## config.mk

```make
export PLATFORM = sky130hd
export DESIGN_NAME = bmp_rle_pixel_decoder
export DESIGN_NICKNAME = d
export VERILOG_FILES = /design/src/rtl/core/bmp_rle_pkg.sv /design/src/rtl/core/bmp_rle_pixel_decoder.sv /design/src/rtl/core/bmp_rle_cfg.sv /design/src/rtl/core/bmp_rle_in_reg.sv /design/src/rtl/core/bmp_rle_wrap.sv /design/src/rtl/core/bmp_rle_parse.sv /design/src/rtl/core/bmp_rle_out_reg.sv
export SDC_FILE = /design/constraint.sdc
export NUM_CORES = 2
export LEC_CHECK = 0
export ABC_AREA = 1
export BUFFER_PORTS_ARGS = -buffer_cell sky130_fd_sc_hd__clkbuf_2
export CAP_MARGIN = 20
export CORE_ASPECT_RATIO = 0.7
export CORE_MARGIN = 2
export CORE_UTILIZATION = 65
export CTS_BUF_LIST = sky130_fd_sc_hd__clkbuf_8
export DETAILED_ROUTE_END_ITERATION = 16
export GPL_TIMING_DRIVEN = 1
export PLACE_DENSITY = 0.94
export SYNTH_ARGS = -nofsm -noshare
export SYNTH_HDL_FRONTEND = slang
export SYNTH_SLANG_ARGS = --single-unit
```

## constraint.sdc

```tcl
create_clock -name clk -period 15.8 [get_ports clk]
set_input_delay 3.16 -clock clk [delete_from_list [all_inputs] [get_ports clk]]
set_output_delay 3.16 -clock clk [all_outputs]
set_load 0.005 [all_outputs]
```

## src/rtl/core/bmp_rle_pkg.sv

```systemverilog
// Shared types and constants of the bitmap RLE pixel decoder.
package bmp_rle_pkg;

    // Default image size limits
    localparam int MAX_WIDTH_DEF  = 4096;
    localparam int MAX_HEIGHT_DEF = 4096;

    // Configuration port
    localparam int CFG_IDX_W  = 2;
    localparam int CFG_DATA_W = 13;
    localparam int CFG_MAX    = (1 << CFG_DATA_W) - 1;

    localparam logic [CFG_IDX_W-1:0] CFG_IDX_WIDTH  = 2'd0;
    localparam logic [CFG_IDX_W-1:0] CFG_IDX_HEIGHT = 2'd1;
    localparam logic [CFG_IDX_W-1:0] CFG_IDX_MODE   = 2'd2;

    // Field widths
    localparam int BYTE_W   = 8;
    localparam int OFFSET_W = 24;
    localparam int COUNT_W  = 8;

    // Escape codes that follow a zero count byte
    localparam logic [BYTE_W-1:0] ESC_EOL   = 8'h00;
    localparam logic [BYTE_W-1:0] ESC_EOI   = 8'h01;
    localparam logic [BYTE_W-1:0] ESC_DELTA = 8'h02;

    // A delta moves at most 255 columns, so the column wrap quotient fits in 8 bits
    localparam int WRAP_STEPS = 8;

    // One compressed byte with its start-of-image mark
    typedef struct packed {
        logic [BYTE_W-1:0] data_byte;
        logic              image_start;
    } item_t;

    // One run descriptor
    typedef struct packed {
        logic [OFFSET_W-1:0] pixel_offset;
        logic [COUNT_W-1:0]  pixel_count;
        logic [BYTE_W-1:0]   first_index;
        logic [BYTE_W-1:0]   second_index;
        logic                image_done;
    } run_t;

endpackage

```

## src/rtl/core/bmp_rle_pixel_decoder.sv

```systemverilog
// Top level of the bitmap RLE8 / RLE4 run decoder.
//
// Compressed bytes enter on the in channel (data_byte, image_start marks the
// first byte of an image and clears the parse state). Each pixel-carrying byte,
// an end of image code, or a byte that fills the image gives one run descriptor
// on the out channel: pixel_offset, pixel_count, first_index, second_index and
// image_done. Count, escape, delta and pad bytes give nothing.
// The cfg channel writes image_width (index 0), the row count of the image
// (index 1) and four_bit_mode (index 2); it is always ready. The user must write it
// only while idle; the block itself does not enforce this. A byte waits in the input
// register and its result in the result register. Throughput: one byte per cycle
// while the result slot is free and the column wrap unit is idle. A delta that moves
// the column past the row end starts that unit, which works one quotient bit per
// cycle; the next byte waits for it. When out_ready is low, the held result stays and
// one more byte is buffered in the input register; then in_ready drops.
// Reset clears the parse state and sets width 1, height 1 and RLE8 mode.
module bmp_rle_pixel_decoder #(
    parameter int MAX_WIDTH  = bmp_rle_pkg::MAX_WIDTH_DEF,
    parameter int MAX_HEIGHT = bmp_rle_pkg::MAX_HEIGHT_DEF
) (
    input  logic                                     clk,
    input  logic                                     rst_n,
    input  logic                                     in_valid,
    output logic                                     in_ready,
    input  logic [bmp_rle_pkg::BYTE_W-1:0]           data_byte,
    input  logic                                     image_start,
    output logic                                     out_valid,
    input  logic                                     out_ready,
    output logic [bmp_rle_pkg::OFFSET_W-1:0]         pixel_offset,
    output logic [bmp_rle_pkg::COUNT_W-1:0]          pixel_count,
    output logic [bmp_rle_pkg::BYTE_W-1:0]           first_index,
    output logic [bmp_rle_pkg::BYTE_W-1:0]           second_index,
    output logic                                     image_done,
    input  logic                                     cfg_valid,
    output logic                                     cfg_ready,
    input  logic [bmp_rle_pkg::CFG_IDX_W-1:0]        cfg_index,
    input  logic [bmp_rle_pkg::CFG_DATA_W-1:0]       cfg_data
);

    // Effective limits and the widths that follow from them
    localparam int EFF_MAX_W = (MAX_WIDTH < bmp_rle_pkg::CFG_MAX) ?
                               MAX_WIDTH : bmp_rle_pkg::CFG_MAX;
    localparam int EFF_MAX_H = (MAX_HEIGHT < bmp_rle_pkg::CFG_MAX) ?
                               MAX_HEIGHT : bmp_rle_pkg::CFG_MAX;
    localparam int WW  = $clog2(EFF_MAX_W + 1);
    localparam int HW  = $clog2(EFF_MAX_H + 1);
    localparam int TW  = $clog2(EFF_MAX_W * EFF_MAX_H + 1);
    localparam int PW  = $clog2(EFF_MAX_W * EFF_MAX_H + 256 * EFF_MAX_W + 256);
    localparam int CW  = $clog2(EFF_MAX_W + 256);
    localparam int PRW = WW + bmp_rle_pkg::BYTE_W;

    logic [WW-1:0]      width;
    logic [TW-1:0]      total;
    logic               four_bit_mode;
    logic               take;
    logic               item_valid;
    bmp_rle_pkg::item_t item;
    logic [PRW-1:0]     prod;
    logic               slot_free;
    logic               run_valid;
    bmp_rle_pkg::run_t  run;
    bmp_rle_pkg::run_t  out_run;
    logic               wrap_busy;
    logic               wrap_done;
    logic               wrap_start;
    logic [CW-1:0]      wrap_col;
    logic [CW-1:0]      wrap_col_in;

    bmp_rle_cfg #(
        .EFF_MAX_W (EFF_MAX_W),
        .EFF_MAX_H (EFF_MAX_H),
        .WW        (WW),
        .HW        (HW),
        .TW        (TW)
    ) u_cfg (
        .clk           (clk),
        .rst_n         (rst_n),
        .cfg_valid     (cfg_valid),
        .cfg_ready     (cfg_ready),
        .cfg_index     (cfg_index),
        .cfg_data      (cfg_data),
        .width         (width),
        .total         (total),
        .four_bit_mode (four_bit_mode)
    );

    bmp_rle_in_reg #(
        .WW  (WW),
        .PRW (PRW)
    ) u_in_reg (
        .clk         (clk),
        .rst_n       (rst_n),
        .in_valid    (in_valid),
        .in_ready    (in_ready),
        .data_byte   (data_byte),
        .image_start (image_start),
        .width       (width),
        .take        (take),
        .item_valid  (item_valid),
        .item        (item),
        .prod        (prod)
    );

    bmp_rle_wrap #(
        .WW (WW),
        .CW (CW)
    ) u_wrap (
        .clk     (clk),
        .rst_n   (rst_n),
        .start   (wrap_start),
        .col_in  (wrap_col_in),
        .width   (width),
        .busy    (wrap_busy),
        .done    (wrap_done),
        .col_out (wrap_col)
    );

    bmp_rle_parse #(
        .WW  (WW),
        .TW  (TW),
        .PW  (PW),
        .CW  (CW),
        .PRW (PRW)
    ) u_parse (
        .clk           (clk),
        .rst_n         (rst_n),
        .item_valid    (item_valid),
        .item          (item),
        .prod          (prod),
        .take          (take),
        .width         (width),
        .total         (total),
        .four_bit_mode (four_bit_mode),
        .slot_free     (slot_free),
        .run_valid     (run_valid),
        .run           (run),
        .wrap_busy     (wrap_busy),
        .wrap_done     (wrap_done),
        .wrap_col      (wrap_col),
        .wrap_start    (wrap_start),
        .wrap_col_in   (wrap_col_in)
    );

    bmp_rle_out_reg u_out_reg (
        .clk       (clk),
        .rst_n     (rst_n),
        .load      (take && run_valid),
        .run       (run),
        .slot_free (slot_free),
        .out_valid (out_valid),
        .out_ready (out_ready),
        .out_run   (out_run)
    );

    // Break the descriptor out onto the ports
    assign pixel_offset = out_run.pixel_offset;
    assign pixel_count  = out_run.pixel_count;
    assign first_index  = out_run.first_index;
    assign second_index = out_run.second_index;
    assign image_done   = out_run.image_done;

endmodule

```

## src/rtl/core/bmp_rle_cfg.sv

```systemverilog
// Configuration registers: clamped image size, pixel total and nibble mode.
module bmp_rle_cfg #(
    parameter int EFF_MAX_W = bmp_rle_pkg::MAX_WIDTH_DEF,
    parameter int EFF_MAX_H = bmp_rle_pkg::MAX_HEIGHT_DEF,
    parameter int WW        = $clog2(EFF_MAX_W + 1),
    parameter int HW        = $clog2(EFF_MAX_H + 1),
    parameter int TW        = $clog2(EFF_MAX_W * EFF_MAX_H + 1)
) (
    input  logic                                clk,
    input  logic                                rst_n,
    input  logic                                cfg_valid,
    output logic                                cfg_ready,
    input  logic [bmp_rle_pkg::CFG_IDX_W-1:0]   cfg_index,
    input  logic [bmp_rle_pkg::CFG_DATA_W-1:0]  cfg_data,
    output logic [WW-1:0]                       width,
    output logic [TW-1:0]                       total,
    output logic                                four_bit_mode
);

    logic [WW-1:0] width_reg;
    logic [HW-1:0] height_reg;
    logic [TW-1:0] total_reg;
    logic          mode_reg;
    logic [WW-1:0] width_clamp;
    logic [HW-1:0] height_clamp;
    logic          wr;

    assign cfg_ready = 1'b1;
    assign wr        = cfg_valid && cfg_ready;

    // Clamp the written value into 1..max
    always_comb
    begin
        if (cfg_data == '0)
        begin
            width_clamp  = WW'(1);
            height_clamp = HW'(1);
        end
        else
        begin
            if (cfg_data > bmp_rle_pkg::CFG_DATA_W'(EFF_MAX_W))
                width_clamp = WW'(EFF_MAX_W);
            else
                width_clamp = WW'(cfg_data);
            if (cfg_data > bmp_rle_pkg::CFG_DATA_W'(EFF_MAX_H))
                height_clamp = HW'(EFF_MAX_H);
            else
                height_clamp = HW'(cfg_data);
        end
    end

    // Update the addressed register on a transfer, and the pixel total on a size write
    always_ff @(posedge clk or negedge rst_n)
    begin
        if (!rst_n)
        begin
            width_reg  <= WW'(1);
            height_reg <= HW'(1);
            total_reg  <= TW'(1);
            mode_reg   <= 1'b0;
        end
        else if (wr)
        begin
            case (cfg_index)
                bmp_rle_pkg::CFG_IDX_WIDTH:
                begin
                    width_reg <= width_clamp;
                    total_reg <= TW'(width_clamp) * TW'(height_reg);
                end
                bmp_rle_pkg::CFG_IDX_HEIGHT:
                begin
                    height_reg <= height_clamp;
                    total_reg  <= TW'(width_reg) * TW'(height_clamp);
                end
                bmp_rle_pkg::CFG_IDX_MODE:
                begin
                    mode_reg <= cfg_data[0];
                end
                default:
                begin
                    mode_reg <= mode_reg;
                end
            endcase
        end
    end

    assign width         = width_reg;
    assign total         = total_reg;
    assign four_bit_mode = mode_reg;

endmodule

```

## src/rtl/core/bmp_rle_in_reg.sv

```systemverilog
// Input register: holds one compressed byte and its product with the row width.
module bmp_rle_in_reg #(
    parameter int WW  = $clog2(bmp_rle_pkg::MAX_WIDTH_DEF + 1),
    parameter int PRW = WW + bmp_rle_pkg::BYTE_W
) (
    input  logic                              clk,
    input  logic                              rst_n,
    input  logic                              in_valid,
    output logic                              in_ready,
    input  logic [bmp_rle_pkg::BYTE_W-1:0]    data_byte,
    input  logic                              image_start,
    input  logic [WW-1:0]                     width,
    input  logic                              take,
    output logic                              item_valid,
    output bmp_rle_pkg::item_t                item,
    output logic [PRW-1:0]                    prod
);

    logic               valid_reg;
    bmp_rle_pkg::item_t item_reg;
    logic [PRW-1:0]     prod_reg;
    logic               load;

    assign in_ready = !valid_reg || take;
    assign load     = in_valid && in_ready;

    // Track occupancy
    always_ff @(posedge clk or negedge rst_n)
    begin
        if (!rst_n)
            valid_reg <= 1'b0;
        else if (load)
            valid_reg <= 1'b1;
        else if (take)
            valid_reg <= 1'b0;
    end

    // Capture the byte and the delta row product
    always_ff @(posedge clk)
    begin
        if (load)
        begin
            item_reg.data_byte   <= data_byte;
            item_reg.image_start <= image_start;
            prod_reg             <= PRW'(data_byte) * PRW'(width);
        end
    end

    assign item_valid = valid_reg;
    assign item       = item_reg;
    assign prod       = prod_reg;

endmodule

```

## src/rtl/core/bmp_rle_wrap.sv

```systemverilog
// Column wrap unit: folds a column past the row end back into 1..width, one bit a cycle.
module bmp_rle_wrap #(
    parameter int WW = $clog2(bmp_rle_pkg::MAX_WIDTH_DEF + 1),
    parameter int CW = $clog2(bmp_rle_pkg::MAX_WIDTH_DEF + 256)
) (
    input  logic          clk,
    input  logic          rst_n,
    input  logic          start,
    input  logic [CW-1:0] col_in,
    input  logic [WW-1:0] width,
    output logic          busy,
    output logic          done,
    output logic [CW-1:0] col_out
);

    localparam int SW  = WW + bmp_rle_pkg::WRAP_STEPS;
    localparam int SCW = $clog2(bmp_rle_pkg::WRAP_STEPS);

    logic           busy_reg;
    logic [SCW-1:0] step_reg;
    logic [CW-1:0]  rem_reg;
    logic [SW-1:0]  shifted;
    logic [CW-1:0]  rem_next;

    // One restoring division step
    always_comb
    begin
        shifted = SW'(width) << step_reg;
        if (SW'(rem_reg) >= shifted)
            rem_next = rem_reg - CW'(shifted);
        else
            rem_next = rem_reg;
    end

    // Sequence the steps from the top quotient bit down
    always_ff @(posedge clk or negedge rst_n)
    begin
        if (!rst_n)
        begin
            busy_reg <= 1'b0;
            step_reg <= '0;
        end
        else if (start)
        begin
            busy_reg <= 1'b1;
            step_reg <= SCW'(bmp_rle_pkg::WRAP_STEPS - 1);
        end
        else if (busy_reg)
        begin
            if (step_reg == '0)
                busy_reg <= 1'b0;
            else
                step_reg <= step_reg - SCW'(1);
        end
    end

    always_ff @(posedge clk)
    begin
        if (start)
            rem_reg <= col_in - CW'(1);
        else if (busy_reg)
            rem_reg <= rem_next;
    end

    assign busy    = busy_reg;
    assign done    = busy_reg && (step_reg == '0);
    assign col_out = rem_next + CW'(1);

endmodule

```

## src/rtl/core/bmp_rle_parse.sv

```systemverilog
// Parser: escape tracking, run clipping and position state, one byte per transfer.
module bmp_rle_parse #(
    parameter int WW  = $clog2(bmp_rle_pkg::MAX_WIDTH_DEF + 1),
    parameter int TW  = $clog2(bmp_rle_pkg::MAX_WIDTH_DEF * bmp_rle_pkg::MAX_HEIGHT_DEF + 1),
    parameter int PW  = TW + 1,
    parameter int CW  = $clog2(bmp_rle_pkg::MAX_WIDTH_DEF + 256),
    parameter int PRW = WW + bmp_rle_pkg::BYTE_W
) (
    input  logic               clk,
    input  logic               rst_n,
    input  logic               item_valid,
    input  bmp_rle_pkg::item_t item,
    input  logic [PRW-1:0]     prod,
    output logic               take,
    input  logic [WW-1:0]      width,
    input  logic [TW-1:0]      total,
    input  logic               four_bit_mode,
    input  logic               slot_free,
    output logic               run_valid,
    output bmp_rle_pkg::run_t  run,
    input  logic               wrap_busy,
    input  logic               wrap_done,
    input  logic [CW-1:0]      wrap_col,
    output logic               wrap_start,
    output logic [CW-1:0]      wrap_col_in
);

    // Parse phases
    localparam logic [2:0] PH_COUNT = 3'd0;
    localparam logic [2:0] PH_VALUE = 3'd1;
    localparam logic [2:0] PH_ESC   = 3'd2;
    localparam logic [2:0] PH_DX    = 3'd3;
    localparam logic [2:0] PH_DY    = 3'd4;
    localparam logic [2:0] PH_ABS   = 3'd5;
    localparam logic [2:0] PH_PAD   = 3'd6;

    localparam int BW = bmp_rle_pkg::BYTE_W;

    logic [2:0]    phase_reg, phase_next;
    logic [BW-1:0] pend_reg, pend_next;
    logic [PW-1:0] pos_reg, pos_next;
    logic [CW-1:0] col_reg, col_next;
    logic [BW-1:0] abs_reg, abs_next;
    logic [BW-1:0] dx_reg, dx_next;
    logic          fin_reg, fin_next;

    logic [2:0]    st_phase;
    logic [BW-1:0] st_pend;
    logic [PW-1:0] st_pos;
    logic [CW-1:0] st_col;
    logic [BW-1:0] st_abs;
    logic [BW-1:0] st_dx;
    logic          st_fin;

    logic [BW-1:0] byte_in;
    logic [BW-1:0] hi;
    logic [BW-1:0] lo;
    logic          fire;

    logic [PW-1:0] img_room;
    logic [CW-1:0] row_room;
    logic [BW-1:0] row_cnt;
    logic [BW-1:0] val_cnt;
    logic [BW-1:0] abs_left;
    logic [BW-1:0] take_cnt;
    logic [BW-1:0] abs_cnt;
    logic [BW-1:0] abs_new;
    logic [BW:0]   abs_bytes;
    logic [BW-1:0] adv_cnt;
    logic [PW-1:0] pos_adv;
    logic [CW-1:0] col_sum;
    logic [CW-1:0] col_w1;
    logic [CW-1:0] col_abs;
    logic [PW-1:0] eol_pos;
    logic [PW-1:0] dy_pos;
    logic [CW-1:0] col_dy;
    logic [PW-1:0] cand_pos;
    logic          full;

    assign fire    = item_valid && !wrap_busy && slot_free;
    assign take    = fire;
    assign byte_in = item.data_byte;
    assign hi      = four_bit_mode ? {4'h0, byte_in[7:4]} : byte_in;
    assign lo      = four_bit_mode ? {4'h0, byte_in[3:0]} : byte_in;

    // Start of image clears the state seen by this byte
    assign st_phase = item.image_start ? PH_COUNT : phase_reg;
    assign st_pend  = item.image_start ? '0 : pend_reg;
    assign st_pos   = item.image_start ? '0 : pos_reg;
    assign st_col   = item.image_start ? '0 : col_reg;
    assign st_abs   = item.image_start ? '0 : abs_reg;
    assign st_dx    = item.image_start ? '0 : dx_reg;
    assign st_fin   = item.image_start ? 1'b0 : fin_reg;

    // Clip an encoded run at the row end and the image end
    assign img_room = PW'(total) - st_pos;
    assign row_room = (st_col < CW'(width)) ? CW'(width) - st_col : '0;
    assign row_cnt  = (row_room < CW'(st_pend)) ? row_room[BW-1:0] : st_pend;
    assign val_cnt  = (img_room < PW'(row_cnt)) ? img_room[BW-1:0] : row_cnt;

    // Literal pixels of an absolute run: two per byte in nibble mode, one in the last byte of an odd count
    assign abs_left  = st_pend - st_abs;
    assign take_cnt  = (four_bit_mode && (abs_left >= BW'(2))) ? BW'(2) : BW'(1);
    assign abs_cnt   = (img_room < PW'(take_cnt)) ? img_room[BW-1:0] : take_cnt;
    assign abs_new   = st_abs + take_cnt;
    assign abs_bytes = four_bit_mode ? (({1'b0, st_pend} + (BW+1)'(1)) >> 1)
                                     : {1'b0, st_pend};

    // Advance position and column; wrap an absolute run into the next rows
    assign adv_cnt = (st_phase == PH_ABS) ? abs_cnt : val_cnt;
    assign pos_adv = st_pos + PW'(adv_cnt);
    assign col_sum = st_col + CW'(adv_cnt);
    assign col_w1  = col_sum - CW'(width);
    assign col_abs = (col_sum > CW'(width)) ?
                     ((col_w1 > CW'(width)) ? col_w1 - CW'(width) : col_w1) : col_sum;

    // End of line and delta moves
    assign eol_pos = st_pos - PW'(st_col) + PW'(width);
    assign dy_pos  = st_pos + PW'(st_dx) + PW'(prod);
    assign col_dy  = st_col + CW'(st_dx);

    // Select the position to check against the image end
    always_comb
    begin
        case (st_phase)
            PH_VALUE: cand_pos = pos_adv;
            PH_ABS:   cand_pos = pos_adv;
            PH_ESC:   cand_pos = eol_pos;
            PH_DY:    cand_pos = dy_pos;
            default:  cand_pos = st_pos;
        endcase
    end

    assign full = cand_pos >= PW'(total);

    // Next state and run descriptor
    always_comb
    begin
        phase_next  = st_phase;
        pend_next   = st_pend;
        pos_next    = st_pos;
        col_next    = st_col;
        abs_next    = st_abs;
        dx_next     = st_dx;
        fin_next    = st_fin;
        run_valid   = 1'b0;
        wrap_start  = 1'b0;
        run.pixel_offset = bmp_rle_pkg::OFFSET_W'(st_pos);
        run.pixel_count  = '0;
        run.first_index  = '0;
        run.second_index = '0;
        run.image_done   = 1'b0;

        if (!st_fin)
        begin
            case (st_phase)
                PH_COUNT:
                begin
                    if (byte_in != '0)
                    begin
                        pend_next  = byte_in;
                        phase_next = PH_VALUE;
                    end
                    else
                    begin
                        phase_next = PH_ESC;
                    end
                end
                PH_VALUE:
                begin
                    col_next         = col_sum;
                    pos_next         = full ? PW'(total) : cand_pos;
                    fin_next         = full;
                    phase_next       = PH_COUNT;
                    run_valid        = 1'b1;
                    run.pixel_count  = val_cnt;
                    run.first_index  = hi;
                    run.second_index = lo;
                    run.image_done   = full;
                end
                PH_ESC:
                begin
                    if (byte_in == bmp_rle_pkg::ESC_EOL)
                    begin
                        col_next         = '0;
                        phase_next       = PH_COUNT;
                        pos_next         = full ? PW'(total) : cand_pos;
                        fin_next         = full;
                        run_valid        = full;
                        run.pixel_offset = bmp_rle_pkg::OFFSET_W'(total);
                        run.image_done   = 1'b1;
                    end
                    else if (byte_in == bmp_rle_pkg::ESC_EOI)
                    begin
                        fin_next       = 1'b1;
                        phase_next     = PH_COUNT;
                        run_valid      = 1'b1;
                        run.image_done = 1'b1;
                    end
                    else if (byte_in == bmp_rle_pkg::ESC_DELTA)
                    begin
                        phase_next = PH_DX;
                    end
                    else
                    begin
                        pend_next  = byte_in;
                        abs_next   = '0;
                        phase_next = PH_ABS;
                    end
                end
                PH_DX:
                begin
                    dx_next    = byte_in;
                    phase_next = PH_DY;
                end
                PH_DY:
                begin
                    col_next         = col_dy;
                    phase_next       = PH_COUNT;
                    pos_next         = full ? PW'(total) : cand_pos;
                    fin_next         = full;
                    run_valid        = full;
                    run.pixel_offset = bmp_rle_pkg::OFFSET_W'(total);
                    run.image_done   = 1'b1;
                    wrap_start       = fire && !full && (col_dy > CW'(width));
                end
                PH_ABS:
                begin
                    abs_next = abs_new;
                    col_next = col_abs;
                    pos_next = full ? PW'(total) : cand_pos;
                    fin_next = full;
                    if (abs_new >= st_pend)
                        phase_next = abs_bytes[0] ? PH_PAD : PH_COUNT;
                    run_valid        = 1'b1;
                    run.pixel_count  = abs_cnt;
                    run.first_index  = hi;
                    run.second_index = lo;
                    run.image_done   = full;
                end
                default:
                begin
                    phase_next = PH_COUNT;
                end
            endcase
        end
    end

    assign wrap_col_in = col_dy;

    // Commit the state on a transfer; take the folded column from the wrap unit
    always_ff @(posedge clk or negedge rst_n)
    begin
        if (!rst_n)
        begin
            phase_reg <= PH_COUNT;
            pend_reg  <= '0;
            pos_reg   <= '0;
            col_reg   <= '0;
            abs_reg   <= '0;
            dx_reg    <= '0;
            fin_reg   <= 1'b0;
        end
        else if (fire)
        begin
            phase_reg <= phase_next;
            pend_reg  <= pend_next;
            pos_reg   <= pos_next;
            col_reg   <= col_next;
            abs_reg   <= abs_next;
            dx_reg    <= dx_next;
            fin_reg   <= fin_next;
        end
        else if (wrap_done)
        begin
            col_reg <= wrap_col;
        end
    end

endmodule

```

## src/rtl/core/bmp_rle_out_reg.sv

```systemverilog
// Result register: holds one run descriptor until the receiver takes it.
module bmp_rle_out_reg (
    input  logic              clk,
    input  logic              rst_n,
    input  logic              load,
    input  bmp_rle_pkg::run_t run,
    output logic              slot_free,
    output logic              out_valid,
    input  logic              out_ready,
    output bmp_rle_pkg::run_t out_run
);

    logic              valid_reg;
    bmp_rle_pkg::run_t run_reg;

    assign slot_free = !valid_reg || out_ready;

    // Track occupancy
    always_ff @(posedge clk or negedge rst_n)
    begin
        if (!rst_n)
            valid_reg <= 1'b0;
        else if (slot_free)
            valid_reg <= load;
    end

    // Capture the payload
    always_ff @(posedge clk)
    begin
        if (slot_free && load)
            run_reg <= run;
    end

    assign out_valid = valid_reg;
    assign out_run   = run_reg;

endmodule

```

==> results by group <==
Run status
  – Status: finished clean

CTS
  – CTS tree: built
  – Reg clk slew, reported paths: 0.07 ns
  – CTS Sinks: ~210
  – Total CTS buffers: 42
  – Clock root cell: clkbuf_8
  – H-tree depth: 2
  – Clock Path Buffers: 3
  – Setup bufs post-CTS: 0
  – Clock Latency Late Sink: 0.70 ns
  – Hold_buf cts: 0
  – CTS resizes: 0

Die
  – Die X: 293 um
  – Core ar.: 0.0581 mm2
  – # IOs: around 80
  – Starting Density: 0.654
  – Full die area: 0.0604 mm2
  – Floorplan row count: 74
  – Die Y: 206 um

Timing
  – Max-slew headroom: 0.212
  – Part of the cycle the worst path needs: 0.748
  – Count of final hold-check violations: 0
  – Setup TNS: 0 ns
  – Fin Clk Skew: 0.0581 ns
  – Max frequency: approximately 85 MHz
  – RSZ-0062 raised after global routing: false
  – Final Slew Violations: 0
  – Worst Setup Slack, final: 3.98 ns
  – Final setup viols: 0
  – Fin crit period: ~12 ns
  – Worst-margin pin slew: ~1.2 ns

Placement
  – GP Congestion: between 1 and 1.5
  – Port Buffer Count: 79
  – Area after DPL: 0.0390 mm2
  – Pre-CTS setup slack: 4.50 ns
  – DP HPWL: 108,000 um

Route
  – Routed Wire Length: 138,000 um
  – Wire length per cell: between 20 and 25 um
  – Vias per inst: 6.30
  – Residual DRC: 0
  – DR pass1 iterations: 10
  – Post-DRT Antenna Nets: 0
  – DRT iter0 DRCs: 5,839
  – Via count: 39,200

Power
  – Pwr dens: 206 mW/mm2
  – Clock share of power: 0.076
  – Gate power share: 0.816
  – Net load switching power: 0.00495 W
  – Static leakage: 21.1 nW
  – Peak VDD IR: 0.000350 V
  – Flop pwr share: 0.108
  – Switch share: 0.602
  – Cell internal pwr: 0.00327 W

Logic synthesis
  – Sequential share of the synthesized area: 0.152
  – Top FF cell, synth: dfrtp_1
  – Ys async rst share: 0.585
  – Post-Syn Area per Cell: 7.00 um2
  – Synth top area share: 0.178
  – Yosys reg bits: 212
  – Most common cell in the netlist: nand2_1
  – Mapped Area: 0.0379 mm2
  – Cell taking the most area after synthesis: fa_1
  – Area contributors post-synth: fa_1 18%, ha_1 14%, nand2_1 13%
  – Post-synth cell types: 68
  – Most instantiated cells after synthesis: 1,331 x nand2_1, 909 x inv_1, 453 x a21oi_1
  – EDFF count, synth: between 80 and 90
  – Syn Nets: 6,211
  – Ys Warns: 0
  – Syn Inst Count: 5,421

GRT
  – Vias in the first global route: 36,900
  – Largest net degree at the start of global routing: 70
  – First-pass GRT wire length: roughly 210,000 um
  – Global-route usage over all layers: 0.459
  – Initial antenna violation count: 2
  – Grt ovf: 0

Worst setup path
  – CP Capture Type: register
  – CP max-delay cell: dfstp_2
  – Crit Path Category: reg2reg
  – Critical Path AT: 12.14 ns
  – CP max stage delay: 0.90 ns
  – Worst Path Required: 16.11 ns
  – Crit start category: register
  – Cell repeated most along the worst path: nand2_1
  – CP Max Fanout: 32

Final layout
  – Share of cells above drive strength 1: 0.0528
  – Synth-to-Final Area Change: 5.09%
  – # nets final: 6,214
  – Largest register FFs: 45
  – N_diodes: 0
  – Post-route cell area: 0.0399 mm2
  – Fill cells: around 4,900

Worst hold path
  – HP Class: reg2reg

Flow run
  – Max-Cap Viols: 0
==> layer usage <==
layer / global-route usage / part of all wire
met2: 0.646 / 0.39
met5: 0.00325 / 0.00035
met1: 0.638 / 0.39
met4: 0.202 / 0.054
met3: 0.159 / 0.16
==> cells by family after synthesis <==
family / count (synthesis) / share of synthesized area
AOI/OAI and AO/OA: 1008 / 0.148
xor gates and xnor gates: 133 / 0.0307
adders and majority gates: 761 / 0.318
buffers and inverters: 1105 / 0.112
DFF: 212 / 0.152
muxes: 4 / 0.00106
other: 1 / 0.0000988
and+or+nand+nor: 2197 / 0.238
==> placed cells by master (no fill, tap or decap), drive strengths merged, types with 18 or more instances in the layout <==
cell type / count
nand2: 1342
fa: 338
inv: 938
o211ai: 47
nor2: 461
a31oi: 30
clkbuf: 126
nor3: 50
xnor2: 42
xor2: 91
clkinv: 24
or2: 18
a21oi: 455
dfrtp: 121
nor4: 21
buf: 49
ha: 423
nand4: 68
o21ai: 343
nand3: 222
o22ai: 26
edfxtp: 88
o21bai: 23
==> cell type report <==
cell class	count	area [um2]	share of cell area
Multi-Input combinational cell	4104	28000	0.702
Timing Repair Buffer	127	815	0.0204
Clock buffer	48	661	0.0166
Clock inverter	30	193	0.00483
Inverter	937	3520	0.0884
Sequential cell	212	5750	0.144
Tap cell	760	951	0.0238
==> through the flow <==
| stage | hold slack (ns) | power (W) | utilization | cells |
|---|---|---|---|---|
| final | 0.489 | 0.00823 | 0.687 | 6218 |
| after global routing | 0.529 | 0.00889 | 0.687 | 6218 |
| after CTS | 0.490 | 0.00792 | 0.686 | 6216 |
| after detailed placement | 0.473 | 0.00726 | 0.671 | 6138 |
| after global placement | 0.465 | 0.00720 | 0.671 | 6137 |
| after floorplan | 0.449 | 0.00554 | - | 5421 |
==> critical path, delay by kind of cell (launching register included) <==
family | cells | cell delay [ns]
buffers and inverters | 7 | 1.66
adder cells (fa/ha/maj) | 7 | 2.51
flip-flops | 1 | 0.90
AND/OR/NAND/NOR | 26 | 4.13
AO/OA/AOI/OAI | 12 | 2.06
XOR/XNOR | 1 | 0.13
==> worst paths after layout <==
kind / from / to / slack, ns / cells after the start
setup / recovery: u_cfg.width[0]$_DFFE_PN1P_ / u_wrap.rem_reg[10]$_DFFE_PP_ / 3.98 / 53
hold / removal: u_parse.pend_reg[5]$_DFFE_PN0P_ / u_parse.pend_reg[5]$_DFFE_PN0P_ / 0.49 / 2
setup reg to reg: u_cfg.width[0]$_DFFE_PN1P_ / u_wrap.rem_reg[10]$_DFFE_PP_ / 3.98 / 53
hold reg to reg: u_parse.pend_reg[5]$_DFFE_PN0P_ / u_parse.pend_reg[5]$_DFFE_PN0P_ / 0.49 / 2
max in group asynchronous: rst_n / u_cfg.total[24]$_DFFE_PN0P_ / 11.90 / 2
min in group asynchronous: rst_n / u_parse.col_reg[11]$_DFFE_PN0P_ / 2.51 / 1
==> power groups by stage <==
stage | registers [W] | logic, W | clock network [W]
5_1_grt | 0.000896 | 0.00736 | 0.000640
3_3_place_gp | 0.000888 | 0.00631 | 0
3_5_place_dp | 0.000891 | 0.00637 | 0
2_1_floorplan | 0.000822 | 0.00472 | 0
6_report | 0.000891 | 0.00671 | 0.000627
4_1_cts | 0.000883 | 0.00641 | 0.000621
Power figures use the tool's default switching activity.
